<file path="config.mk">
export PLATFORM = sky130hd
export DESIGN_NAME = vector_line_point_generator_unit
export DESIGN_NICKNAME = d
export VERILOG_FILES = /design/src/design/vlpg_pkg.sv /design/src/design/vlpg_fifo.sv /design/src/design/vlpg_front.sv /design/src/design/vlpg_back.sv /design/src/design/vector_line_point_generator_unit.sv
export SDC_FILE = /design/constraint.sdc
export NUM_CORES = 1
export LEC_CHECK = 0
export BUFFER_PORTS_ARGS = -buffer_cell sky130_fd_sc_hd__buf_4
export CORE_MARGIN = 4
export CORE_UTILIZATION = 45
export DETAILED_ROUTE_END_ITERATION = 16
export MAX_ROUTING_LAYER = met4
export SETUP_SLACK_MARGIN = 0.4
export SYNTH_ARGS = -nofsm -noshare
export SYNTH_HDL_FRONTEND = slang
export SYNTH_SLANG_ARGS = --single-unit
</file>
<file path="constraint.sdc">
create_clock -name clk -period 6.6 [get_ports clk]
set_clock_uncertainty 0.05 [all_clocks]
set_input_delay 0.99 -clock clk [delete_from_list [all_inputs] [get_ports clk]]
set_output_delay 0.99 -clock clk [all_outputs]
set_load 0.005 [all_outputs]
</file>
<file path="src/design/vlpg_pkg.sv">
package vlpg_pkg;

    typedef logic signed [8:0] coord_t;
    typedef logic [8:0] delta_t;
    typedef logic signed [9:0] err_t;

    localparam logic KIND_LINE = 1'b0;
    localparam logic KIND_TICK = 1'b1;

    localparam logic [7:0] DAC_OFFSET_RESET = 8'd127;

    typedef struct packed {
        logic   is_line;
        logic   degenerate;
        logic   steep;
        logic   major_neg;
        logic   minor_neg;
        coord_t major_start;
        coord_t minor_start;
        coord_t major_end;
        delta_t delta_major;
        delta_t delta_minor;
    } op_t;

    typedef struct packed {
        logic [7:0] x_code;
        logic [7:0] y_code;
        logic       last;
    } res_t;

endpackage

</file>
<file path="src/design/vlpg_fifo.sv">
module vlpg_fifo #(
    parameter int WIDTH = 8,
    parameter int DEPTH = 2
) (
    input  logic             clk,
    input  logic             rst_n,
    input  logic             push,
    input  logic [WIDTH-1:0] wdata,
    output logic             full,
    input  logic             pop,
    output logic [WIDTH-1:0] rdata,
    output logic             empty
);

    localparam int PTR_W = (DEPTH > 1) ? $clog2(DEPTH) : 1;
    localparam int CNT_W = $clog2(DEPTH + 1);

    logic [WIDTH-1:0] mem_reg [DEPTH];
    logic [PTR_W-1:0] wr_ptr_reg, wr_ptr_next;
    logic [PTR_W-1:0] rd_ptr_reg, rd_ptr_next;
    logic [CNT_W-1:0] count_reg, count_next;
    logic             do_push, do_pop;

    assign full    = (count_reg == CNT_W'(DEPTH));
    assign empty   = (count_reg == '0);
    assign do_push = push && !full;
    assign do_pop  = pop && !empty;
    assign rdata   = mem_reg[rd_ptr_reg];

    always_comb
    begin
        wr_ptr_next = wr_ptr_reg;
        rd_ptr_next = rd_ptr_reg;
        count_next  = count_reg;
        if (do_push)
        begin
            wr_ptr_next = (wr_ptr_reg == PTR_W'(DEPTH - 1)) ? '0 : wr_ptr_reg + 1'b1;
        end
        if (do_pop)
        begin
            rd_ptr_next = (rd_ptr_reg == PTR_W'(DEPTH - 1)) ? '0 : rd_ptr_reg + 1'b1;
        end
        if (do_push && !do_pop)
        begin
            count_next = count_reg + 1'b1;
        end
        else if (do_pop && !do_push)
        begin
            count_next = count_reg - 1'b1;
        end
    end

    always_ff @(posedge clk or negedge rst_n)
    begin
        if (!rst_n)
        begin
            wr_ptr_reg <= '0;
            rd_ptr_reg <= '0;
            count_reg  <= '0;
        end
        else
        begin
            wr_ptr_reg <= wr_ptr_next;
            rd_ptr_reg <= rd_ptr_next;
            count_reg  <= count_next;
        end
    end

    always_ff @(posedge clk)
    begin
        if (do_push)
        begin
            mem_reg[wr_ptr_reg] <= wdata;
        end
    end

endmodule

</file>
<file path="src/design/vlpg_front.sv">
module vlpg_front
    import vlpg_pkg::*;
(
    input  logic   kind,
    input  coord_t x_start,
    input  coord_t y_start,
    input  coord_t x_end,
    input  coord_t y_end,
    output op_t    op
);

    logic signed [9:0] dx, dy, ndx, ndy;
    delta_t            adx, ady;
    logic              steep;
    coord_t            minor_end;

    always_comb
    begin
        dx  = 10'(x_end) - 10'(x_start);
        dy  = 10'(y_end) - 10'(y_start);
        ndx = -dx;
        ndy = -dy;
        adx = dx[9] ? ndx[8:0] : dx[8:0];
        ady = dy[9] ? ndy[8:0] : dy[8:0];
        steep = (ady > adx);

        op            = '0;
        op.is_line    = (kind == KIND_LINE);
        op.degenerate = (x_start == x_end) && (y_start == y_end);
        op.steep      = steep;
        if (steep)
        begin
            op.major_start = y_start;
            op.minor_start = x_start;
            op.major_end   = y_end;
            minor_end      = x_end;
            op.delta_major = ady;
            op.delta_minor = adx;
        end
        else
        begin
            op.major_start = x_start;
            op.minor_start = y_start;
            op.major_end   = x_end;
            minor_end      = y_end;
            op.delta_major = adx;
            op.delta_minor = ady;
        end
        op.major_neg = (op.major_start > op.major_end);
        op.minor_neg = (op.minor_start > minor_end);
    end

endmodule

</file>
<file path="src/design/vlpg_back.sv">
module vlpg_back
    import vlpg_pkg::*;
#(
    parameter int DAC_BITS = 8
) (
    input  logic       clk,
    input  logic       rst_n,
    input  logic       cfg_we,
    input  logic [7:0] cfg_wdata,
    input  logic       op_valid,
    input  op_t        op,
    output logic       op_take,
    input  logic       res_full,
    output logic       res_push,
    output res_t       res
);

    localparam int SUM_W = (DAC_BITS + 2 > 11) ? DAC_BITS + 2 : 11;
    localparam logic signed [SUM_W-1:0] MAX_CODE = SUM_W'((1 << DAC_BITS) - 1);

    logic [7:0] dac_offset_reg;
    coord_t     beam_x_reg, beam_x_next;
    coord_t     beam_y_reg, beam_y_next;
    logic       active_reg, active_next;
    logic       start_pending_reg, start_pending_next;
    coord_t     major_pos_reg, major_pos_next;
    coord_t     minor_pos_reg, minor_pos_next;
    coord_t     major_end_reg, major_end_next;
    delta_t     delta_major_reg, delta_major_next;
    delta_t     delta_minor_reg, delta_minor_next;
    err_t       error_acc_reg, error_acc_next;
    logic [2:0] flags_reg, flags_next;

    coord_t            step_major, step_minor, emit_major, emit_minor, emit_x, emit_y;
    logic signed [10:0] err_sub, err_add;
    logic              emit_last;

    function automatic logic [7:0] to_code(coord_t c, logic [7:0] off);
        logic signed [SUM_W-1:0] s;
        s = SUM_W'(c) + SUM_W'($signed({1'b0, off}));
        if (s < 0)
        begin
            return 8'd0;
        end
        else if (s > MAX_CODE)
        begin
            return MAX_CODE[7:0];
        end
        return s[7:0];
    endfunction

    assign op_take = op_valid && !res_full;

    always_comb
    begin
        beam_x_next        = beam_x_reg;
        beam_y_next        = beam_y_reg;
        active_next        = active_reg;
        start_pending_next = start_pending_reg;
        major_pos_next     = major_pos_reg;
        minor_pos_next     = minor_pos_reg;
        major_end_next     = major_end_reg;
        delta_major_next   = delta_major_reg;
        delta_minor_next   = delta_minor_reg;
        error_acc_next     = error_acc_reg;
        flags_next         = flags_reg;
        res_push           = 1'b0;

        step_major = major_pos_reg + (flags_reg[1] ? 9'h1FF : 9'h001);
        step_minor = minor_pos_reg;
        err_sub    = 11'(error_acc_reg) - 11'($signed({2'b00, delta_minor_reg}));
        err_add    = err_sub;
        if (err_sub < 0)
        begin
            step_minor = minor_pos_reg + (flags_reg[0] ? 9'h1FF : 9'h001);
            err_add    = err_sub + 11'($signed({2'b00, delta_major_reg}));
        end

        if (start_pending_reg)
        begin
            emit_major = major_pos_reg;
            emit_minor = minor_pos_reg;
            emit_last  = 1'b0;
        end
        else
        begin
            emit_major = step_major;
            emit_minor = step_minor;
            emit_last  = (step_major == major_end_reg);
        end
        emit_x = flags_reg[2] ? emit_minor : emit_major;
        emit_y = flags_reg[2] ? emit_major : emit_minor;

        res.x_code = to_code(emit_x, dac_offset_reg);
        res.y_code = to_code(emit_y, dac_offset_reg);
        res.last   = emit_last;

        if (op_take)
        begin
            if (op.is_line)
            begin
                active_next        = 1'b0;
                start_pending_next = 1'b0;
                if (!op.degenerate)
                begin
                    major_pos_next   = op.major_start;
                    minor_pos_next   = op.minor_start;
                    major_end_next   = op.major_end;
                    delta_major_next = op.delta_major;
                    delta_minor_next = op.delta_minor;
                    error_acc_next   = err_t'(op.delta_major >> 1);
                    flags_next       = {op.steep, op.major_neg, op.minor_neg};
                    active_next      = 1'b1;
                    if (op.steep)
                    begin
                        start_pending_next = !((beam_x_reg == op.minor_start)
                                            && (beam_y_reg == op.major_start));
                    end
                    else
                    begin
                        start_pending_next = !((beam_x_reg == op.major_start)
                                            && (beam_y_reg == op.minor_start));
                    end
                end
            end
            else if (active_reg)
            begin
                res_push    = 1'b1;
                beam_x_next = emit_x;
                beam_y_next = emit_y;
                if (start_pending_reg)
                begin
                    start_pending_next = 1'b0;
                end
                else
                begin
                    major_pos_next = step_major;
                    minor_pos_next = step_minor;
                    error_acc_next = err_add[9:0];
                    if (emit_last)
                    begin
                        active_next = 1'b0;
                    end
                end
            end
        end
    end

    always_ff @(posedge clk or negedge rst_n)
    begin
        if (!rst_n)
        begin
            dac_offset_reg    <= DAC_OFFSET_RESET;
            beam_x_reg        <= '0;
            beam_y_reg        <= '0;
            active_reg        <= 1'b0;
            start_pending_reg <= 1'b0;
            major_pos_reg     <= '0;
            minor_pos_reg     <= '0;
            major_end_reg     <= '0;
            delta_major_reg   <= '0;
            delta_minor_reg   <= '0;
            error_acc_reg     <= '0;
            flags_reg         <= '0;
        end
        else
        begin
            if (cfg_we)
            begin
                dac_offset_reg <= cfg_wdata;
            end
            beam_x_reg        <= beam_x_next;
            beam_y_reg        <= beam_y_next;
            active_reg        <= active_next;
            start_pending_reg <= start_pending_next;
            major_pos_reg     <= major_pos_next;
            minor_pos_reg     <= minor_pos_next;
            major_end_reg     <= major_end_next;
            delta_major_reg   <= delta_major_next;
            delta_minor_reg   <= delta_minor_next;
            error_acc_reg     <= error_acc_next;
            flags_reg         <= flags_next;
        end
    end

endmodule

</file>
<file path="src/design/vector_line_point_generator_unit.sv">
// Vector line point generator: walks Bresenham lines and produces X/Y DAC codes.
// Input channel (push/full): a request with kind 0 loads a line from
// x_start/y_start to x_end/y_end; a request with kind 1 is a tick that asks
// for the next point. Ticks while no line runs, and line requests, give no
// result. A line whose endpoints are equal cancels the running line.
// Result channel (empty/pop): x_code, y_code and last, oldest first.
// cfg_we/cfg_wdata write the DAC offset; write it only while the block is idle.
// One request is taken per cycle while full is low. A tick's point reaches the
// result side by way of both queues: the decoded request is first written into
// the request queue, and the walker, one Bresenham step per tick, then takes
// it, steps and writes the result queue. Both queues hold two entries, so when
// the receiver stalls the walker stops at a full result queue and full rises
// once the request queue fills as well; nothing is dropped.
// Reset empties both queues, stops any line, puts the beam at the origin and
// sets the DAC offset to 127.
module vector_line_point_generator_unit
    import vlpg_pkg::*;
#(
    parameter int DAC_BITS = 8
) (
    input  logic       clk,
    input  logic       rst_n,
    input  logic       cfg_we,
    input  logic [7:0] cfg_wdata,
    input  logic       push,
    output logic       full,
    input  logic       kind,
    input  coord_t     x_start,
    input  coord_t     y_start,
    input  coord_t     x_end,
    input  coord_t     y_end,
    output logic       empty,
    input  logic       pop,
    output logic [7:0] x_code,
    output logic [7:0] y_code,
    output logic       last
);

    op_t  front_op, queued_op;
    logic op_empty, op_take;
    logic res_full, res_push;
    res_t res_in, res_out;

    vlpg_front u_front (
        .kind    (kind),
        .x_start (x_start),
        .y_start (y_start),
        .x_end   (x_end),
        .y_end   (y_end),
        .op      (front_op)
    );

    vlpg_fifo #(
        .WIDTH ($bits(op_t)),
        .DEPTH (2)
    ) u_op_queue (
        .clk   (clk),
        .rst_n (rst_n),
        .push  (push),
        .wdata (front_op),
        .full  (full),
        .pop   (op_take),
        .rdata (queued_op),
        .empty (op_empty)
    );

    vlpg_back #(
        .DAC_BITS (DAC_BITS)
    ) u_back (
        .clk       (clk),
        .rst_n     (rst_n),
        .cfg_we    (cfg_we),
        .cfg_wdata (cfg_wdata),
        .op_valid  (!op_empty),
        .op        (queued_op),
        .op_take   (op_take),
        .res_full  (res_full),
        .res_push  (res_push),
        .res       (res_in)
    );

    vlpg_fifo #(
        .WIDTH ($bits(res_t)),
        .DEPTH (2)
    ) u_res_queue (
        .clk   (clk),
        .rst_n (rst_n),
        .push  (res_push),
        .wdata (res_in),
        .full  (res_full),
        .pop   (pop),
        .rdata (res_out),
        .empty (empty)
    );

    assign x_code = res_out.x_code;
    assign y_code = res_out.y_code;
    assign last   = res_out.last;

endmodule
</file>
==> flow_metrics.py, run 1 <==
metrics = {
    "status": {
        "status": "complete, no violations",
    },
    "worst_setup_path": {
        "cp_top_family": "compound AO/OA/AOI/OAI gates",
        "rrSetupSlack_ns": 1.15,
        "slowest_delay_ns": 0.52,
        "cp_num_buf_inv": 7,
        "critical_path_required_ns": 6.83,
        "worst_path_max_delay_cell": "or4_4",
        "end_kind": "register",
        "cp.depth": 31,
        "worstPathArrival_ns": 6.15,
        "worstSetupPathType": "in -> reg",
        "reg2reg_depth": 19,
        "crit_path_frequent_cell": "o21a_1",
        "cp_max_fo": 8,
        "regToRegStartpoint": "u_back.error_acc_reg[0]",
        "cp-start-kind": "input port",
        "r2r-end": "u_res_queue.mem_reg[0][16]",
    },
    "cts": {
        "hold_buffers": 0,
        "path_clk_slew_ns": 0.06,
        "clock_sink_count": 228,
        "numCtsBuffers": 26,
        "cts_buffer_depth": 3,
        "cts.htree.levels": 1,
        "clockRootBuffer": "clkbuf_16",
        "tritoncts": "yes",
        "clock_latency_ns": 0.55,
    },
    "synthesis": {
        "ys_seq_area_frac": 0.4473,
        "ys_warn_count": 0,
        "synthDistinctLibCells": 76,
        "yosysTopAreaCellShare": 0.2819,
        "synth_commonest_cells": "nand2_1 (142), edfxtp_1 (134), o21ai_0 (98), ha_1 (97), nor2_1 (90)",
        "synth_compound_area_frac": 0.1375,
        "syn-cell-area_mm2": 0.01427,
        "synth_cells": 1361,
        "synth-xor-area-share": 0.07977,
        "synth_edf_count": 134,
        "synthAdderAreaFrac": 0.09695,
        "synthesis.nets": 1516,
        "synth.area.top_cells": "edfxtp_1 (28%), dfrtp_1 (15%), ha_1 (8.5%), mux2i_1 (5.5%), xnor2_1 (4.4%)",
        "synth-seq-cells": 228,
        "yosys.area.top_type": "edfxtp_1",
        "synth_flop_cell": "edfxtp_1",
        "synth_top_family_by_area": "compound AO/OA/AOI/OAI gates",
        "async_flop_share": 0.4123,
        "synth.avg_cell_area_um2": 10.49,
        "muxShareOfSynthArea": 0.09336,
        "yosysMostFrequentCell": "nand2_1",
        "synthSimpleGateAreaFrac": 0.1098,
    },
    "timing": {
        "finalHoldViolCount": 0,
        "min_period_over_period": 0.8970,
        "fin_ws_ns": 0.6801,
        "grt_setup_unrepaired": "false",
        "setup_violations": 0,
        "finalCriticalPeriod_ns": 5.920,
        "max_freq_mhz": 168.9,
        "report.final.slew_viol_count": 0,
        "slew_headroom": 0.4111,
        "worst_pin_slew_ns": 0.8801,
    },
    "global_route": {
        "grt_max_degree": 71,
        "grt_pass1_wl_um": 55450,
        "grt_use_total": 0.2066,
        "overflow": 0,
        "antenna_found_initial": 0,
        "first_global_vias": 10320,
    },
    "route": {
        "viasPerCell": 5.502,
        "postRouteWirelength_um": 34410,
        "ant_nets": 0,
        "drc": 0,
        "drtPass1Iterations": 6,
        "drt_iter0_markers": 642,
        "drt-wirelength-per-cell_um": 18.32,
        "vias": 10330,
    },
    "placement": {
        "place_hpwl_um": 26080,
        "dpl_worst_slack_ns": -0.2109,
        "port_buffers": 68,
        "place.gp.congestion": 0.9245,
    },
    "finish": {
        "area_growth_syn_to_layout_pct": 17.28,
        "diodes": 0,
        "drive_gt1_frac": 0.1910,
        "largest_register_ffs": 100,
        "fill_cells": 2748,
        "fin_nets": 1617,
    },
    "floorplan": {
        "die_width_um": 186.1,
        "start_util": 0.4618,
        "dieArea_mm2": 0.03463,
        "rows": 64,
        "die_y_um": 186.1,
        "core_area_mm2": 0.03091,
        "io_pins": 69,
    },
    "flow_run": {
        "drv_cap": 0,
    },
    "hold_path": {
        "hold_class": "in -> async",
    },
}
## worst reg2reg max path: stages (launching register included)
cell and delay [ns]:
dfrtp_1 0.38, inv_1 0.06, ha_1 0.17, inv_1 0.06
fa_1 0.40, a21oi_1 0.15, nor2b_1 0.08, a311o_1 0.46
a211oi_4 0.56, o21ai_0 0.33, a21oi_1 0.43, ha_1 0.31
a21o_1 0.18, a21oi_1 0.24, nor2b_1 0.08, o21a_1 0.19
o41a_1 0.39, xor2_1 0.17, maj3_1 0.36, a21o_1 0.18
## worst max-delay path by stage
stage / start / end
after global placement: x_end[0] / u_op_queue.mem_reg[0][46]
after floorplan: y_end[0] / u_op_queue.mem_reg[0][46]
after CTS: x_end[0] / u_op_queue.mem_reg[0][46]
after global routing: x_end[0] / u_op_queue.mem_reg[0][45]
final: y_end[0] / u_op_queue.mem_reg[1][46]
after detailed placement: x_end[0] / u_op_queue.mem_reg[1][46]
## per-stage QoR
| stage | utilization | TNS, ns | hold slack (ns) | instance area, um2 | cells |
|---|---|---|---|---|---|
| global placement | 0.5028 | 0 | 0.4133 | 15540 | 1820 |
| finish | 0.5416 | 0 | 0.3459 | 16740 | 1878 |
| CTS | 0.5319 | 0 | 0.3378 | 16440 | 1868 |
| floorplan | - | 0 | 0.3998 | 14440 | 1361 |
| global route | 0.5416 | 0 | 0.3699 | 16740 | 1878 |
| detailed placement | 0.5028 | -0.6090 | 0.4240 | 15540 | 1820 |
## cell families after synthesis
kind of cell,count (synthesis)
muxes,127
xor gates and xnor gates,127
DFF,228
AOI/OAI and AO/OA,302
buffers and inverters,126
and+or+nand+nor,345
adders and majority gates,106
## repair_timing
action | 4_1_cts | 5_1_grt
buffers inserted | 0 | 8
setup endpoints to repair | 2 | 4
resized for setup | 1 | 35
pin swaps | 0 | 8
cloned | 0 | 2
## layer usage
layer	track usage	up-vias	wire length (um)
met1	0.2949	4905	16400
met3	0.02072	52	1604
met4	0.05363	0	744
met5	-	-	0
met2	0.3186	261	15650
li1	-	5115	-
## final cells by class
type                            count  area, um2  area share
Multi-Input combinational cell   1007       7699      0.4599
Sequential cell                   228       6386      0.3815
Timing Repair Buffer              120      952.2     0.05688
Clock buffer                       29      661.9     0.03954
Tap cell                          396      495.5     0.02960
Inverter                           79      312.8     0.01869
Clock inverter                     19      232.7     0.01390
## cells in the final DEF (no fill, tap or decap), drive strengths merged, types with 15 or more instances in the layout
cell,synthesis,routed
ha,97,97
nor2,90,90
o21ai,104,104
dfrtp,87,87
o21a,27,27
mux2,49,49
a21o,18,18
nand2,142,142
buf,21,118
clkbuf,26,31
a21oi,73,73
inv,79,79
nor2b,15,15
xor2,54,54
xnor2,73,73
mux2i,78,78
edfxtp,134,134
Power of run 1 is not shown: default switching activity piles up to over one toggle a cycle in this logic, so the estimate is an artifact.
==> run 2: changes to the inputs <==
Settings changed: RECOVER_POWER from default to 100.
==> run 2 against run 1 <==
- the run now ends with max-capacitance violations, max-slew violations left
- sequential share of layout area up 0.23 points
- first-iteration DRC count is 7.0% lower
- die area unchanged
==> flow_metrics.py, run 2 (synthesis results as in run 1) <==
metrics = {
    "status": {
        "status": "complete, but fails checks",
        "violations": "max-capacitance violations, max-slew violations",
    },
    "route": {
        "postRouteWirelength_um": 34290,
        "ant_nets": 0,
        "vias": 10330,
        "drt_iter0_markers": 597,
        "drc": 0,
        "drt-wirelength-per-cell_um": 18.26,
        "drtPass1Iterations": 5,
        "viasPerCell": 5.500,
    },
    "global_route": {
        "first_global_vias": 10320,
        "grt_max_degree": 71,
        "grt_pass1_wl_um": 55450,
        "grt_use_total": 0.2066,
        "overflow": 0,
        "antenna_found_initial": 0,
    },
    "worst_setup_path": {
        "worstSetupPathType": "in -> reg",
        "end_kind": "register",
        "cp-start-kind": "input port",
        "startpoint": "y_start[4]",
        "regToRegStartpoint": "u_back.error_acc_reg[0]",
        "cp_max_fo": 7,
        "worstPathArrival_ns": 6.36,
        "critical_path_required_ns": 6.83,
    },
    "finish": {
        "area_growth_syn_to_layout_pct": 16.54,
        "largest_register_ffs": 100,
        "final_cell_mix": "nand2_1 (141), edfxtp_1 (134), o21ai_0 (96), ha_1 (93), nor2_1 (89)",
        "fill_cells": 2772,
        "post-route-util": 0.5382,
        "layoutNonFillerInstCount": 1878,
        "fin_nets": 1617,
        "final_common_cell": "nand2_1",
        "final_cell_area_mm2": 0.01663,
        "diodes": 0,
        "drive_gt1_frac": 0.1748,
    },
    "timing": {
        "slew_headroom": -0.9424,
        "setup_violations": 0,
        "fin_tns_setup_ns": 0,
        "report.final.slew_viol_count": 181,
        "finalHoldViolCount": 0,
        "worst_pin_slew_ns": 2.914,
        "min_period_over_period": 0.9288,
        "max_freq_mhz": 163.1,
        "finalCriticalPeriod_ns": 6.130,
        "grt_setup_unrepaired": "false",
    },
    "floorplan": {
        "dieArea_mm2": 0.03463,
        "die_width_um": 186.1,
        "rows": 64,
        "die_y_um": 186.1,
        "io_pins": 69,
        "core_area_mm2": 0.03091,
        "start_util": 0.4618,
    },
    "placement": {
        "dpl_cell_area_mm2": 0.01554,
        "port_buffers": 68,
        "dp_cells": 1820,
        "place.gp.congestion": 0.9245,
        "place_hpwl_um": 26080,
    },
    "cts": {
        "path_clk_slew_ns": 0.06,
        "clockRootBuffer": "clkbuf_16",
        "cts_buffer_depth": 3,
        "numCtsBuffers": 26,
        "clock_latency_ns": 0.55,
        "hold_buffers": 0,
        "cts.htree.levels": 1,
        "clock_sink_count": 228,
        "tritoncts": "yes",
    },
    "hold_path": {
        "hold_start": "u_back.delta_minor_reg[5]",
        "hold_class": "reg -> reg",
    },
    "flow_run": {
        "drv_cap": 4,
    },
}
[run 2: worst paths after layout]
kind	to	slack, ns	cells after the start
min in group asynchronous	u_back.minor_pos_reg[0]	0.97	1
setup / recovery	u_op_queue.mem_reg[1][46]	0.47	24
setup reg to reg	u_res_queue.mem_reg[0][12]	1.03	23
hold / removal	u_back.delta_minor_reg[5]	0.43	2
hold reg to reg	u_back.delta_minor_reg[5]	0.43	2
max in group asynchronous	u_res_queue.wr_ptr_reg	3.78	2
[run 2: metal layers]
layer | routed length (um) | GRT usage | up-vias
met2 | 15620 | 0.3186 | 251
li1 | - | - | 5123
met1 | 16390 | 0.2949 | 4909
met3 | 1584 | 0.02072 | 46
met4 | 702 | 0.05363 | 0
met5 | 0 | - | -
[run 2: through the flow]
step           setup WS, ns  hold WS [ns]
2_1_floorplan        0.3422        0.3998
3_3_place_gp        0.02483        0.4133
3_5_place_dp        -0.2109        0.4240
4_1_cts              0.4239        0.3378
5_1_grt              0.2000        0.4598
6_report             0.4701        0.4331
[run 2: area by class of cell]
type | count | area (um2) | share of cell area
Tap cell | 396 | 495.5 | 0.02979
Clock inverter | 19 | 232.7 | 0.01399
Clock buffer | 29 | 661.9 | 0.03979
Timing Repair Buffer | 120 | 889.6 | 0.05348
Multi-Input combinational cell | 1007 | 7657 | 0.4603
Inverter | 79 | 312.8 | 0.01880
Sequential cell | 228 | 6385 | 0.3838
[run 2: worst max-delay path, cell delays in order]
cell	delay (ns)
clkbuf_4	0.11
inv_1	0.08
ha_1	0.34
clkbuf_1	0.20
a21oi_1	0.28
nand3b_1	0.13
xor2_1	0.21
or4_1	0.53
o21ai_0	0.28
xnor2_2	0.17
inv_1	0.09
ha_4	0.29
nand3_4	0.07
o41ai_4	0.47
inv_2	0.16
clkbuf_16	0.19
o21ai_0	0.47
ha_1	0.36
o21a_1	0.11
o21a_1	0.17
o21ai_0	0.18
a21oi_1	0.10
a2111oi_2	0.21
o22ai_1	0.15
[run 2: repair_timing]
action	4_1_cts	5_1_grt
setup buffers	0	8
pin swaps	0	8
cloned	0	2
setup endpoints to repair	2	4
resized for setup	1	35
Power of run 2 is left out for the same reason.
